--- src/rtl/csam_pkg.sv ---
// Package for the CHW scratchpad address map: shared types, widths, status codes,
// register indexes and the reciprocal table for the rows-per-word divide.
// No dependencies.
package csam_pkg;

   localparam int COORD_W  = 16;
   localparam int DSR_W    = 7;
   localparam int RECIP_W  = 17;
   localparam int RECIP_SH = 16;
   localparam int SUM_W    = 60;
   localparam int STRIDE_W = 40;
   localparam int NB_W     = 56;
   localparam int TH_W     = 29;
   localparam int LANE_W   = 24;
   localparam int CSR_W    = 24;
   localparam int CSR_IDX_W = 3;

   localparam logic [2:0] ST_OK        = 3'd0;
   localparam logic [2:0] ST_BATCH     = 3'd1;
   localparam logic [2:0] ST_CHANNEL   = 3'd2;
   localparam logic [2:0] ST_ROW       = 3'd3;
   localparam logic [2:0] ST_COL       = 3'd4;
   localparam logic [2:0] ST_OVERFLOW  = 3'd5;
   localparam logic [2:0] ST_BOUNDS    = 3'd6;

   localparam logic [CSR_IDX_W-1:0] REG_BATCH_EXTENT   = 3'd0;
   localparam logic [CSR_IDX_W-1:0] REG_CHANNEL_EXTENT = 3'd1;
   localparam logic [CSR_IDX_W-1:0] REG_HEIGHT_EXTENT  = 3'd2;
   localparam logic [CSR_IDX_W-1:0] REG_WIDTH_EXTENT   = 3'd3;
   localparam logic [CSR_IDX_W-1:0] REG_SCRATCH_BASE   = 3'd4;
   localparam logic [CSR_IDX_W-1:0] REG_WORDS_PER_CHAN = 3'd5;
   localparam logic [CSR_IDX_W-1:0] REG_ROWS_PACKED    = 3'd6;
   localparam logic [CSR_IDX_W-1:0] REG_WORDS_PER_ROW  = 3'd7;

   // floor(2^16 / d); zero is taken as one
   localparam logic [RECIP_W-1:0] RP_RECIP [32] = '{
      17'd65536, 17'd65536, 17'd32768, 17'd21845, 17'd16384, 17'd13107, 17'd10922, 17'd9362,
      17'd8192,  17'd7281,  17'd6553,  17'd5957,  17'd5461,  17'd5041,  17'd4681,  17'd4369,
      17'd4096,  17'd3855,  17'd3640,  17'd3449,  17'd3276,  17'd3120,  17'd2978,  17'd2849,
      17'd2730,  17'd2621,  17'd2520,  17'd2427,  17'd2340,  17'd2259,  17'd2184,  17'd2114
   };

   typedef struct packed {
      logic s1;
      logic s2;
      logic s3;
   } stage_adv_type;

endpackage

--- src/rtl/csam_recip_div.sv ---
// Three-stage divide of a 16-bit value by a small divisor via a reciprocal multiply
// and one correction step. Depends on csam_pkg.
module csam_recip_div
   import csam_pkg::*;
(
   input  logic                 clock,
   input  stage_adv_type        adv,
   input  logic [COORD_W-1:0]   dividend,
   input  logic [DSR_W-1:0]     divisor,
   input  logic [RECIP_W-1:0]   recip,
   output logic [COORD_W-1:0]   quotient,
   output logic [DSR_W-1:0]     remainder
);

   logic [COORD_W-1:0] dvd1_ff;
   logic [DSR_W-1:0]   dsr1_ff, dsr2_ff;
   logic [31:0]        prod1_ff;
   logic [31:0]        prod_in;
   logic [COORD_W-1:0] qest2_ff, rest2_ff;
   logic [COORD_W-1:0] qest_in, rest_in, q3_ff, q_in;
   logic [DSR_W-1:0]   r3_ff, r_in;
   logic [COORD_W+DSR_W-1:0] qd;

   always_comb begin
      prod_in = 32'(dividend) * 32'(recip);
      qest_in = prod1_ff[31:RECIP_SH];
      qd      = (COORD_W+DSR_W)'(qest_in) * (COORD_W+DSR_W)'(dsr1_ff);
      rest_in = dvd1_ff - qd[COORD_W-1:0];
      if (rest2_ff >= COORD_W'(dsr2_ff)) begin
         q_in = qest2_ff + COORD_W'(1);
         r_in = DSR_W'(rest2_ff - COORD_W'(dsr2_ff));
      end else begin
         q_in = qest2_ff;
         r_in = rest2_ff[DSR_W-1:0];
      end
   end

   always_ff @(posedge clock) begin
      if (adv.s1) begin
         dvd1_ff  <= dividend;
         dsr1_ff  <= divisor;
         prod1_ff <= prod_in;
      end
      if (adv.s2) begin
         qest2_ff <= qest_in;
         rest2_ff <= rest_in;
         dsr2_ff  <= dsr1_ff;
      end
      if (adv.s3) begin
         q3_ff <= q_in;
         r3_ff <= r_in;
      end
   end

   assign quotient  = q3_ff;
   assign remainder = r3_ff;

endmodule

--- config.mk ---
export PLATFORM = sky130hd
export DESIGN_NAME = csam_recip_div
export DESIGN_NICKNAME = d
export VERILOG_FILES = /design/src/rtl/csam_pkg.sv /design/src/rtl/csam_recip_div.sv
export SDC_FILE = /design/constraint.sdc
export NUM_CORES = 1
export LEC_CHECK = 0
export ABC_AREA = 1
export BUFFER_PORTS_ARGS = -buffer_cell sky130_fd_sc_hd__buf_4
export CORE_ASPECT_RATIO = 0.7
export CORE_MARGIN = 8
export CORE_UTILIZATION = 51
export CTS_CLUSTER_DIAMETER = 200
export DETAILED_ROUTE_END_ITERATION = 10
export PLACE_DENSITY = 0.7
export SLEW_MARGIN = 20
export SYNTH_ARGS = -nofsm -noshare
export SYNTH_HDL_FRONTEND = slang
export SYNTH_SLANG_ARGS = --single-unit
--- constraint.sdc ---
create_clock -name clock -period 5.9 [get_ports clock]
set_input_delay 1.18 -clock clock [delete_from_list [all_inputs] [get_ports clock]]
set_output_delay 1.18 -clock clock [all_outputs]
set_load 0.05 [all_outputs]
==> run metrics <==
run status=completed; Core Footprint=32300 µm²; most frequent cells in the layout=598 x sky130_fd_sc_hd__nand2_1, 552 x sky130_fd_sc_hd__inv_1, 269 x sky130_fd_sc_hd__fa_1; overall die width=232 µm; normalized max-slew margin=0.343; setup repair after global routing missed its margin=true; largest net degree at the start of global routing=40; via/cell ratio=5.09; count of endpoints failing hold in the final timing report=0; worst setup path start=dividend[7]; most common cell after layout, fill and taps aside=sky130_fd_sc_hd__nand2_1; # nets final=2630; Core Util, Final=0.594; most common flop cell mapped by yosys=sky130_fd_sc_hd__edfxtp_1; Critical R2R Capture=rest2_ff[15]; post-synthesis instance area=16700 µm²; clk_skew=0.00927 ns; Final Slew Violations=0; worst flop-to-flop path startpoint=dsr1_ff[1]; count of buffers from port buffering=66; timing-limited maximum frequency=174 MHz; Yosys top cell area share=0.328; endpoint class of the critical path=flop; number of warning messages in the yosys log=0; R2R Setup Slk=1.08 ns; Worst Hold Class=reg2reg; sequential area share after synthesis=0.182; final WL=40900 µm; GRT Residual Overflow=0; boundary pin count=67; global-route wire length before repair=69200 µm; effective utilization at floorplan=0.516; cell type with the highest aggregate area in the netlist=sky130_fd_sc_hd__fa_1; kind of critical path=in2reg; placement row count=55; WL per Instance=15.7 µm; biggest area contributors in the synthesized netlist=sky130_fd_sc_hd__fa_1 33%, sky130_fd_sc_hd__edfxtp_1 18%, sky130_fd_sc_hd__nand2_1 14%, sky130_fd_sc_hd__inv_1 12%, sky130_fd_sc_hd__ha_1 9.8%; placed wire-length estimate after detailed placement=35000 µm; syn_area_per_cell=8.07 µm²; kind of start point of the critical path=input port; fraction of registers with async set/reset=0; number of antenna violations at the first check in global routing=0; H-tree level count=3; CTS buffer count=9; number of global-route vias before repair=13703; maximum fanout encountered on the critical timing path=13; clock edge transition at the registers on the reported setup and hold paths=0.07 ns; Longest Clk Path Bufs=2; routability cong.=0.941; number of setup violations in the final report=0; Cells after Synth=2066; remaining antenna violation count=0; terminating pin of the worst hold path=qest2_ff[15]; synthesized net count=2514; number of unique standard cell types used by synthesis=39; clock insertion delay at the later pin of the skew report=0.37 ns; Residual DRC=0; # Max-Cap Violations=0; via count=13318; post-route fraction of the period consumed by the critical path=0.975; Die Y-Extent=167 µm; First-pass DRT Iterations=5; CTS tree=done; global router's overall resource usage=0.219; Tightest Pin Transition=0.985 ns; post-synthesis register bit count=101; shortest period the worst path allows=5.75 ns; root buffer cell=sky130_fd_sc_hd__clkbuf_16; total die area=38800 µm²; endpoint arrival time on the critical path=5.87 ns; number of diodes added for antenna fixing=0; length in cells of the worst reg-to-reg path=15; launch point of the worst hold path=prod1_ff[31]; Worst Hold Depth=0; EDFF count, synth=101; area growth from synthesis to final layout=14.9%; layout cell share with drive strength beyond 1=0.134; clock net sink count=101; 1st-iter DRT viols=1080; data required time of the worst path=6.02 ns
## synth_stat cells (10+ instances only)
master / number
sky130_fd_sc_hd__a21oi_1: 53
sky130_fd_sc_hd__inv_1: 555
sky130_fd_sc_hd__nand3_1: 42
sky130_fd_sc_hd__ha_1: 131
sky130_fd_sc_hd__clkbuf_1: 66
sky130_fd_sc_hd__xor2_1: 29
sky130_fd_sc_hd__edfxtp_1: 101
sky130_fd_sc_hd__nor3_1: 10
sky130_fd_sc_hd__buf_2: 11
sky130_fd_sc_hd__nand4_1: 33
sky130_fd_sc_hd__xnor2_1: 15
sky130_fd_sc_hd__o21ai_0: 30
sky130_fd_sc_hd__fa_1: 273
sky130_fd_sc_hd__nand2_1: 620
sky130_fd_sc_hd__nor2_1: 56
## cell families after synthesis
group | Yosys count | share of synthesized area
DFF | 101 | 0.182
buffers and inverters | 638 | 0.146
adders and majority gates | 404 | 0.426
xor gates and xnor gates | 44 | 0.0231
and+or+nand+nor | 781 | 0.191
AOI/OAI and AO/OA | 98 | 0.0322
## through the flow
stage	TNS, ns	cell area [µm²]	std cells	hold WS [ns]	setup slack, ns
CTS	0	18700	2610	0.580	0.00415
global route	-0.260	19200	2614	0.596	-0.0584
global placement	-5.06	18400	2594	0.538	-0.445
detailed placement	-5.51	18400	2594	0.548	-0.470
finish	0	19200	2614	0.576	0.146
floorplan	-0.0117	17000	2066	0.421	-0.0117
## worst max path at each step
stage / slack [ns] / end / depth (start not counted)
detailed placement: -0.47 / prod1_ff[31] / 21
global route: -0.06 / prod1_ff[23] / 22
finish: 0.15 / prod1_ff[29] / 19
global placement: -0.45 / prod1_ff[29] / 19
floorplan: -0.01 / prod1_ff[30] / 23
CTS: 0.004 / prod1_ff[28] / 21
## registers in the layout (all words and copies together), names as in the netlist
name	count
quotient	16
prod1_ff	16
qest2_ff	16
dvd1_ff	16
dsr1_ff	7
remainder	7
rest2_ff	16
dsr2_ff	7
## cell type report
| class | count | area (µm²) |
|---|---|---|
| Multi-Input combinational cell | 1327 | 11600 |
| Timing Repair Buffer | 188 | 1550 |
| Clock buffer | 10 | 229 |
| Tap cell | 427 | 534 |
| Inverter | 555 | 2090 |
| Clock inverter | 6 | 93.8 |
| Fill cell | 2812 | 13100 |
| Sequential cell | 101 | 3030 |
## metal layers
metal | global-route usage | up-vias | wire, µm
met3 | 0.0363 | 44 | 2910
met4 | 0.0371 | 0 | 639
met5 | 0 | - | 0
met1 | 0.330 | 6547 | 19700
met2 | 0.332 | 424 | 17700
li1 | - | 6303 | -
## worst max-delay path, cell delays in order
cell and delay [ns]:
sky130_fd_sc_hd__buf_6 0.16, sky130_fd_sc_hd__nand2_1 0.10, sky130_fd_sc_hd__fa_1 0.54, sky130_fd_sc_hd__inv_1 0.05
sky130_fd_sc_hd__fa_1 0.52, sky130_fd_sc_hd__fa_1 0.45, sky130_fd_sc_hd__fa_1 0.52, sky130_fd_sc_hd__fa_1 0.49
sky130_fd_sc_hd__inv_1 0.05, sky130_fd_sc_hd__fa_1 0.48, sky130_fd_sc_hd__inv_1 0.06, sky130_fd_sc_hd__ha_4 0.29
sky130_fd_sc_hd__nand2_2 0.10, sky130_fd_sc_hd__o21ai_1 0.28, sky130_fd_sc_hd__nand2_1 0.14, sky130_fd_sc_hd__a21oi_1 0.23
sky130_fd_sc_hd__nor2_1 0.10, sky130_fd_sc_hd__nand3_2 0.06, sky130_fd_sc_hd__nand2_1 0.06
## what timing repair did
| action | in CTS | in global routing |
|---|---|---|
| resized for setup | 5 | 96 |
| setup buffers | 0 | 4 |
| hold buffers | 0 | 0 |
| endpoints found under the setup margin | 6 | 15 |
| pin swaps | 0 | 25 |
Power is not shown: default switching activity piles up to over one toggle a cycle in this logic, so the estimate is an artifact.
